[src/sam_pkg.sv]
// Shared types and constants for the sparse array map.
package sam_pkg;

    localparam int CAPACITY_DEF = 64;
    localparam int DATA_W       = 32;
    localparam int CMD_W        = 3;
    localparam int SHIFT_W      = 5;
    localparam int LIVE_W       = 7;

    typedef enum logic [CMD_W-1:0] {
        OP_READ    = 3'd0,
        OP_ASSIGN  = 3'd1,
        OP_ADD     = 3'd2,
        OP_PREINC  = 3'd3,
        OP_POSTINC = 3'd4,
        OP_SHL     = 3'd5
    } t_op;

    typedef enum logic [2:0] {
        ST_CLEAR,
        ST_IDLE,
        ST_SCAN,
        ST_LAST,
        ST_EXEC
    } t_state;

    // controller -> datapath
    typedef struct packed {
        logic load;   // latch request, restart scan
        logic clear;  // wipe one tag entry per cycle
        logic scan;   // read one entry per cycle
        logic exec;   // read-modify-write and result
    } t_ctrl_cmd;

    // datapath -> controller
    typedef struct packed {
        logic idx_last;
    } t_ctrl_sts;

endpackage

[src/sam_ctrl.sv]
// Controller state machine for the sparse array map.
module sam_ctrl (
    input  logic                  i_clk,
    input  logic                  i_rst_n,
    input  logic                  start,
    output logic                  busy,
    input  sam_pkg::t_ctrl_sts    i_sts,
    output sam_pkg::t_ctrl_cmd    o_cmd
);

    sam_pkg::t_state r_state;
    sam_pkg::t_state n_state;

    always_ff @(posedge i_clk) begin
        if (!i_rst_n) begin
            r_state <= sam_pkg::ST_CLEAR;
        end else begin
            r_state <= n_state;
        end
    end

    always_comb begin
        n_state = r_state;
        o_cmd   = '0;
        case (r_state)
            sam_pkg::ST_CLEAR: begin
                o_cmd.clear = 1'b1;
                if (i_sts.idx_last) begin
                    n_state = sam_pkg::ST_IDLE;
                end
            end
            sam_pkg::ST_IDLE: begin
                if (start) begin
                    o_cmd.load = 1'b1;
                    n_state    = sam_pkg::ST_SCAN;
                end
            end
            sam_pkg::ST_SCAN: begin
                o_cmd.scan = 1'b1;
                if (i_sts.idx_last) begin
                    n_state = sam_pkg::ST_LAST;
                end
            end
            sam_pkg::ST_LAST: begin
                n_state = sam_pkg::ST_EXEC;
            end
            sam_pkg::ST_EXEC: begin
                o_cmd.exec = 1'b1;
                n_state    = sam_pkg::ST_IDLE;
            end
            default: begin
                n_state = sam_pkg::ST_IDLE;
            end
        endcase
    end

    assign busy = (r_state != sam_pkg::ST_IDLE);

    a_cmd_onehot: assert property (@(posedge i_clk) disable iff (!i_rst_n)
        $onehot0({o_cmd.load, o_cmd.clear, o_cmd.scan, o_cmd.exec}))
        else $error("controller issued more than one command");

    a_idle_quiet: assert property (@(posedge i_clk) disable iff (!i_rst_n)
        !busy |-> !(o_cmd.clear || o_cmd.scan || o_cmd.exec))
        else $error("work command while not busy");

    a_last_after_scan: assert property (@(posedge i_clk) disable iff (!i_rst_n)
        (r_state == sam_pkg::ST_LAST) |-> ($past(r_state) == sam_pkg::ST_SCAN))
        else $error("final compare not preceded by scan");

endmodule

[config.mk]
export PLATFORM = sky130hd
export DESIGN_NAME = sam_ctrl
export DESIGN_NICKNAME = d
export VERILOG_FILES = /design/src/sam_pkg.sv /design/src/sam_ctrl.sv
export SDC_FILE = /design/constraint.sdc
export NUM_CORES = 1
export LEC_CHECK = 0
export BUFFER_PORTS_ARGS = -buffer_cell sky130_fd_sc_hd__buf_2
export CAP_MARGIN = 20
export CELL_PAD_IN_SITES_DETAIL_PLACEMENT = 0
export CELL_PAD_IN_SITES_GLOBAL_PLACEMENT = 2
export CORE_AREA = 2 2 39 41
export DETAILED_ROUTE_END_ITERATION = 8
export DIE_AREA = 0 0 41 43
export PLACE_DENSITY = 0.42
export SYNTH_ARGS = -nofsm -noshare
export SYNTH_HDL_FRONTEND = slang
export SYNTH_SLANG_ARGS = --single-unit
[constraint.sdc]
create_clock -name i_clk -period 2.15 [get_ports i_clk]
set_clock_uncertainty 0.2 [all_clocks]
set_input_delay 0.215 -clock i_clk [delete_from_list [all_inputs] [get_ports i_clk]]
set_output_delay 0.215 -clock i_clk [all_outputs]
set_load 0.005 [all_outputs]
After elaboration in Yosys (flattened, before gate mapping)
Cells that the tools add are included.

word-level totals
  latch bits = 0
  memories kept = 0
  logic and storage cells = 20
  memory bits (writable) = 0
  bits in read-only memories = 0
  output and inout port bits = 5
  bits in registers = 3
  input port bits = 4

cells by class
  shift operators = 0
  equality and inequality tests = 8
  multiplexer cells = 9
  div/mod/pow operators = 0
  reductions and logical operators = 2
  bitwise gates (word level) = 0
  $lt $le $gt $ge = 0
  $mul = 0
  add/sub/neg operators = 0

operator list
  operator                                                                number
  3-bit case mux with 4 select lines                                      1
  3-bit two-way mux                                                       3
  3-bit by 2-bit equality test with 1-bit output (second input constant)  2
  2-bit != test (second input constant)                                   3
  1-bit two-way mux                                                       5
  3-bit by 1-bit equality test with 1-bit output (second input constant)  1
  3-bit equality test (second input constant)                             1
  3-bit logical NOT                                                       1
  3-bit by 1-bit != test with 1-bit output (second input constant)        1
  3-bit AND reduction                                                     1

Longest topological paths before layout
Gate-level depths: netlist of the first run.

  depth in word-level cells = 3
  mapped depth = 3
  gate-level depth less buffers = 2

Worst setup path before layout of the first run
Ideal clock, no wire load.

  kind = flip-flop to flip-flop
  from = reg r_state[0]
  to = reg r_state[0]
  clock period less this slack = 1109 ps
  arrival = 789 ps
  data required time = 1830 ps
  stages on the path, launching flop included = 4
  buffers on the path = 1
  slack = 1041 ps
  library setup time = 120 ps
  cells stage by stage = dfxtp_1 -> buf_6 -> nor3b_1 -> o31a_1

on the way
  longest elaborated chain between the ends = 3
  elaborated cells on any way between the ends = 9
  those cells by class = 6 x eq/ne; 1 x mux; 2 x reduce/logical

RTL lines
  element                                                                       RTL line        text
  start, declared                                                               sam_ctrl.sv:11  sam_pkg::t_state r_state;
  start signal, assigned                                                        sam_ctrl.sv:16  r_state <= sam_pkg::ST_CLEAR;
  start signal, assigned                                                        sam_ctrl.sv:18  r_state <= n_state;
  3-bit by 2-bit equality test with 1-bit output, or another cell as far along  sam_ctrl.sv:25  case (r_state)
  2-bit != test (no line)                                                       -
  3-bit AND reduction (no line)                                                 -

Parallel ways exist; a longest one is shown, timed or not.
A chain may end at the register's enable or synchronous reset.

==> results.py, run 1 <==
metrics = {
    "finish": {
        "drive_gt1_share_pct": 37.9,
        "reg.largest.list": "r_state: 3 flops",
        "final_cell_mix": "buf_2 (8), nor3b_1 (3), clkbuf_4 (3), dfxtp_1 (3), nand2b_1 (2)",
        "antenna_cells": 0,
        "stdcell_count": 45,
        "fin_util_pct": 17.2,
        "regMostFlops": "r_state",
        "final_common_cell": "buf_2",
        "syn_to_final_growth_pct": 46.2,
        "design_area_um2": 238,
        "final_nets": 34,
        "largest_register_ffs": 3,
    },
    "detailed_routing": {
        "wl_per_cell_um": 9.42,
        "drtIter0Drc": 7,
        "num_vias": 158,
        "wl_um": 424,
        "ant_nets": 0,
        "remaining_drc_errors": 0,
        "dr.pass1.iters": 2,
        "via_per_inst": 3.51,
    },
    "placement": {
        "port_buffers": 8,
        "place_inst": 41,
        "placed_cell_area_um2": 211,
        "dp_hpwl_um": 288,
        "gp_congestion": 0.636,
    },
    "clock_tree": {
        "h-tree-depth": 1,
        "cts_tree": "yes",
        "cts_resized": 0,
        "cts_root_buf": "clkbuf_4",
        "cts_max_path_buffers": 2,
        "ctsHoldBuffers": 0,
        "post-cts-setup-buffer-count": 0,
        "clkTransAtPathRegs_ns": 0.04,
        "cts.sinks": 3,
        "clock_latency_ns": 0.23,
        "cts_buffers": 3,
    },
    "yosys": {
        "yosys_warnings": 0,
        "synth_cell_type_count": 13,
        "synthCells": 18,
        "seq_area_frac_synth_pct": 36.9,
        "ys_ff_latch": 3,
        "syn_nets": 22,
        "avgSynthCellArea_um2": 9.04,
        "mappedNetlistArea_um2": 163,
    },
    "floorplanning": {
        "coreArea_mm2": 0.00138,
        "chipWidth_um": 41,
        "start_util_pct": 11.8,
        "die_area_mm2": 0.00176,
        "core.rowCount": 14,
        "pin_count": 9,
        "die_h_um": 43,
    },
    "power": {
        "power_frac_seq_pct": 35.2,
        "comb_power_share_pct": 10.7,
        "p_switching_uw": 43.7,
        "ir_drop_v": 0.000239,
        "leakage_nw": 0.107,
        "power_density_mw_per_mm2": 774,
        "clkPwrFrac_pct": 54.1,
        "p_sw_share_pct": 23.7,
        "p_int_uw": 140,
    },
    "timing": {
        "finalMaxSlewViolations": 0,
        "max_freq_mhz": 685,
        "rsz0062_at_grt": "false",
        "setup_viol": 0,
        "fin_crit_sh_pct": 67.9,
        "setup_tns_ns": 0,
        "worst_pin_slew_ns": 0.300,
        "maxSlewHeadroom_pct": 80.0,
        "final.min_clock_period_ns": 1.46,
        "hold_viol": 0,
        "holdWs_ns": 0.0378,
    },
    "worst_setup_path": {
        "path_class": "flop to output port",
        "reg2reg_from": "r_state[0]",
        "r2r_slack_ns": 1.01,
        "cp_cell_sequence": "nor2_1, and3_1, buf_2",
        "slowest_delay_ns": 0.44,
        "cp-startpoint": "r_state[1]",
        "r2r_end": "r_state[0]",
        "start_kind": "flop",
        "cp_slowest_cell": "dfxtp_1",
        "critPathArrivalTime_ns": 1.04,
        "crit_fanout": 8,
        "required_ns": 1.74,
        "endpoint_kind": "output port",
        "setup.worst_path.end": "o_cmd[3]",
        "r2r_cells": 2,
    },
    "grt": {
        "grt_first_pass_wirelength_um": 662,
        "track_usage_pct": 6.63,
        "grt_max_degree": 11,
        "antenna_found_initial": 0,
        "grt-ovfl-total": 0,
        "grt_pass1_vias": 135,
    },
    "run_status": {
        "status": "completed",
    },
    "flow_run": {
        "maxCapViolCount": 0,
    },
    "hold_path": {
        "hold_path_class": "input pin to flop",
        "min_from": "i_rst_n",
    },
}
[power by group through the flow]
stage               clock network (mW)  logic (mW)  registers [mW]
floorplan                            0      0.0154          0.0618
global placement                     0      0.0203          0.0656
detailed placement                   0      0.0200          0.0654
CTS                              0.105      0.0201          0.0644
global route                     0.113      0.0219          0.0651
finish                          0.0995      0.0197          0.0647
[stage by stage]
step | setup WS (ns) | total power, mW
6_report | 0.691 | 0.184
5_1_grt | 0.608 | 0.200
4_1_cts | 0.683 | 0.190
3_5_place_dp | 0.931 | 0.0853
3_3_place_gp | 0.932 | 0.0859
2_1_floorplan | 1.04 | 0.0772
[synthesized netlist by cell type]
cell type,n,area [um^2]
a21oi_1,1,5.00
nand2_1,1,3.75
and4b_1,1,10.0
nand3b_1,1,7.51
o31a_1,1,8.76
buf_6,1,11.3
nor2b_1,1,6.26
nand2b_1,2,12.5
nor3_1,1,5.00
nor3b_1,3,22.5
and3_1,1,6.26
dfxtp_1,3,60.1
nor2_1,1,3.75
[how the worst min path moves through the flow]
stage | end | cells after the start
global route | r_state[0] | 2
finish | r_state[0] | 2
detailed placement | r_state[0] | 2
CTS | r_state[0] | 2
floorplan | r_state[0] | 1
global placement | r_state[0] | 2
[worst max-delay path: cells and delay by family, from the launching register on]
kind	cells	cell delay, ns
simple gates	2	0.26
buf+inv	1	0.12
flops	1	0.44
[area by class of cell]
class | count | area, um^2
Tap cell | 16 | 20.0
Fill cell | 156 | 1150
Multi-Input combinational cell | 14 | 91.3
Timing Repair Buffer | 8 | 40.0
Clock buffer | 4 | 26.3
Sequential cell | 3 | 60.1
[logic make-up (layout without fill, tap and decap cells)]
kind of cell           count (synthesis)  in the layout  synth area share (%)
AND/OR/NAND/NOR                       12             12                  47.7
flip-flops                             3              3                  36.9
AO/OA/AOI/OAI                          2              2                  8.46
buffers and inverters                  1             12                  6.92
[metal layers]
metal  share of wire [%]  routed length [um]  up-vias  GRT usage (%)
met5                   0                   0        -              0
met4                   0                   0        0           6.00
met3                 3.5                  15        0           7.85
met2                  44                 187        3           5.63
met1                  52                 220       70           7.72
li1                    -                   -       85              -
Note: power is estimated with default switching activity, not from simulation.
==> run 2: changes to the inputs <==
--- a/config.mk
+++ b/config.mk
@@ -5,6 +5,7 @@
 export SDC_FILE = /design/constraint.sdc
 export NUM_CORES = 1
 export LEC_CHECK = 0
+export ABC_AREA = 1
 export BUFFER_PORTS_ARGS = -buffer_cell sky130_fd_sc_hd__buf_2
 export CAP_MARGIN = 20
 export CELL_PAD_IN_SITES_DETAIL_PLACEMENT = 0
@@ -12,7 +13,7 @@
 export CORE_AREA = 2 2 39 41
 export DETAILED_ROUTE_END_ITERATION = 8
 export DIE_AREA = 0 0 41 43
-export PLACE_DENSITY = 0.42
+export PLACE_DENSITY = 0.49
 export SYNTH_ARGS = -nofsm -noshare
 export SYNTH_HDL_FRONTEND = slang
 export SYNTH_SLANG_ARGS = --single-unit
==> constraint.sdc (replaced) <==
create_clock -name i_clk -period 1.25 [get_ports i_clk]
set_clock_uncertainty 0.2 [all_clocks]
set_input_delay 0.125 -clock i_clk [delete_from_list [all_inputs] [get_ports i_clk]]
set_output_delay 0.125 -clock i_clk [all_outputs]
set_load 0.005 [all_outputs]
==> results.py, run 2 <==
metrics = {
    "grt": {
        "grt_first_pass_wirelength_um": 627,
        "grt-ovfl-total": 0,
        "grt_max_degree": 5,
        "antenna_found_initial": 0,
        "grt_pass1_vias": 189,
        "track_usage_pct": 5.82,
    },
    "detailed_routing": {
        "dr.pass1.iters": 4,
        "wl_per_cell_um": 6.62,
        "wl_um": 384,
        "ant_nets": 0,
        "drtIter0Drc": 4,
        "remaining_drc_errors": 0,
        "via_per_inst": 3.52,
        "num_vias": 204,
    },
    "floorplanning": {
        "die_area_mm2": 0.00176,
        "chipWidth_um": 41,
        "pin_count": 9,
        "start_util_pct": 12.1,
        "core.rowCount": 14,
        "die_h_um": 43,
        "coreArea_mm2": 0.00138,
    },
    "worst_setup_path": {
        "endpoint_kind": "output port",
        "r2r_slack_ns": 0.07,
        "crit_fanout": 4,
        "cp_slowest_cell": "dfxtp_4",
        "r2r_end": "r_state[1]",
        "reg2reg_from": "r_state[0]",
        "required_ns": 0.93,
        "slowest_delay_ns": 0.35,
        "cp_cell_sequence": "inv_2, nor2_4, nand2_2, nor2_1, buf_2",
        "path_class": "flop to output port",
        "r2r_cells": 6,
        "critPathArrivalTime_ns": 0.95,
        "start_kind": "flop",
    },
    "finish": {
        "regMostFlops": "r_state",
        "final_common_cell": "buf_2",
        "final_nets": 47,
        "stdcell_count": 58,
        "syn_to_final_growth_pct": 71.6,
        "reg.largest.list": "r_state: 3 flops",
        "fin_util_pct": 20.8,
        "largest_register_ffs": 3,
        "drive_gt1_share_pct": 50.0,
        "antenna_cells": 0,
        "final_cell_mix": "buf_2 (8), nand2_1 (5), inv_1 (5)",
    },
    "timing": {
        "maxSlewHeadroom_pct": 90.0,
        "max_freq_mhz": 782,
        "setup_ws_ns": -0.0294,
        "hold_viol": 0,
        "setup_tns_ns": -0.0312,
        "final.min_clock_period_ns": 1.28,
        "worst_pin_slew_ns": 0.149,
        "fin_crit_sh_pct": 102,
        "rsz0062_at_grt": "true",
        "finalMaxSlewViolations": 0,
        "setup_viol": 2,
        "holdWs_ns": 0.0230,
    },
    "power": {
        "p_total_uw": 381,
        "ir_drop_v": 0.000239,
        "leakage_nw": 0.156,
        "power_density_mw_per_mm2": 1320,
    },
    "yosys": {
        "ys.flop_type": "dfxtp_1",
        "yosys.cell_count.top_type": "inv_1",
        "seq_area_frac_synth_pct": 35.8,
        "syn_nets": 31,
        "synthXorXnorAreaFrac_pct": 0,
        "yosys.area_share.simple_pct": 42.5,
        "yosys-top-cells-count": "inv_1 (7), nand2_1 (5), nor2_1 (4), dfxtp_1 (3)",
        "synth.area.mux_share_pct": 0,
        "mappedNetlistArea_um2": 168,
        "synth_top_family_by_area": "simple AND/OR/NAND/NOR gates",
        "synth_cell_type_count": 9,
        "yosys-top-cells-area": "dfxtp_1 (36%), inv_1 (16%), nand2_1 (11%), nor2_1 (9.0%), nor2_4 (6.7%)",
        "yosys_warnings": 0,
        "synthArstFlopShare_pct": 0,
        "ys_ff_latch": 3,
        "yosysTopAreaCellShare_pct": 35.8,
        "yosys.area_share.adder_pct": 0,
        "synth_compound_area_share_pct": 5.97,
        "synth_edf_count": 0,
        "yosys.area.top_type": "dfxtp_1",
        "synthCells": 27,
        "avgSynthCellArea_um2": 6.21,
    },
    "hold_path": {
        "hold_end": "r_state[0]",
        "min_from": "start",
        "min_path_cells": 4,
        "hold_path_class": "input pin to flop",
    },
    "placement": {
        "gp_congestion": 0.655,
        "port_buffers": 8,
        "dp_hpwl_um": 319,
        "place_inst": 51,
    },
    "run_status": {
        "status": "complete, but fails checks",
        "violations": "negative setup slack",
    },
    "flow_run": {
        "maxCapViolCount": 0,
    },
    "clock_tree": {
        "clkTransAtPathRegs_ns": 0.03,
        "cts_buffers": 3,
        "h-tree-depth": 1,
        "cts_root_buf": "clkbuf_4",
        "cts_max_path_buffers": 2,
        "clock_latency_ns": 0.23,
        "cts.sinks": 3,
        "cts_tree": "yes",
    },
}
## run 2: cell count changes after synthesis, sizes merged, moves of 2 or more
cell / before / now
inv: 0 / 7
nand2: 1 / 6
nand2b: 2 / 0
nand3: 0 / 2
nor2: 1 / 5
nor3b: 3 / 0
## run 2: worst max-delay path by stage
stage                from          to  slack, ns  cells past startpoint
4_1_cts        r_state[2]    o_cmd[1]      -0.07                      4
2_1_floorplan  r_state[0]  r_state[1]       0.19                      5
5_1_grt        r_state[0]    o_cmd[3]      -0.11                      5
6_report       r_state[0]    o_cmd[3]      -0.03                      5
3_5_place_dp   r_state[0]  r_state[1]       0.10                      5
3_3_place_gp   r_state[0]  r_state[1]       0.08                      5
## run 2: cell families (layout without fill, tap and decap cells)
logic type             Yosys count  count (layout)
buffers and inverters            7              22
DFF                              3               3
AOI/OAI and AO/OA                2               2
and+or+nand+nor                 15              15
## run 2: metal layers
layer  global-route usage (%)  wire length, um
met5                        0                0
met4                     6.00                0
met3                     4.71               23
met2                     7.19              205
met1                     5.45              155
## run 2: report_power, final
| group | switching (mW) | total [mW] | internal [mW] |
|---|---|---|---|
| logic | 0.0490 | 0.0978 | 0.0488 |
| registers | 0.0115 | 0.120 | 0.108 |
| clock network | 0.0444 | 0.164 | 0.119 |
## run 2: what timing repair did
item	CTS	global route
buffers inserted	2	0
hold buffers	1	0
gates cloned	0	0
pin swaps	1	2
resized for setup	3	4
endpoints found under the hold margin	3	0
endpoints found under the setup margin	4	6
## run 2: worst max-delay path: cells and delay by family (launching register included)
kind	cells	cell delay [ns]
DFF	1	0.35
buffers and inverters	2	0.15
and+or+nand+nor	3	0.21
## run 2: area by class of cell
class                   count  area [um^2]
fillers                   162         1100
well taps                  16         20.0
clock buffers               4         26.3
repair buffers             11         65.1
inverters                   7         26.3
multi-input cells          17         83.8
flip-flops and latches      3         66.3
## run 2: stage by stage
stage / cell area, um^2 / setup slack (ns)
after CTS: 280 / -0.0683
final: 288 / -0.0294
after global routing: 288 / -0.114
after detailed placement: 228 / 0.105
after global placement: 228 / 0.0799
after floorplan: 168 / 0.187
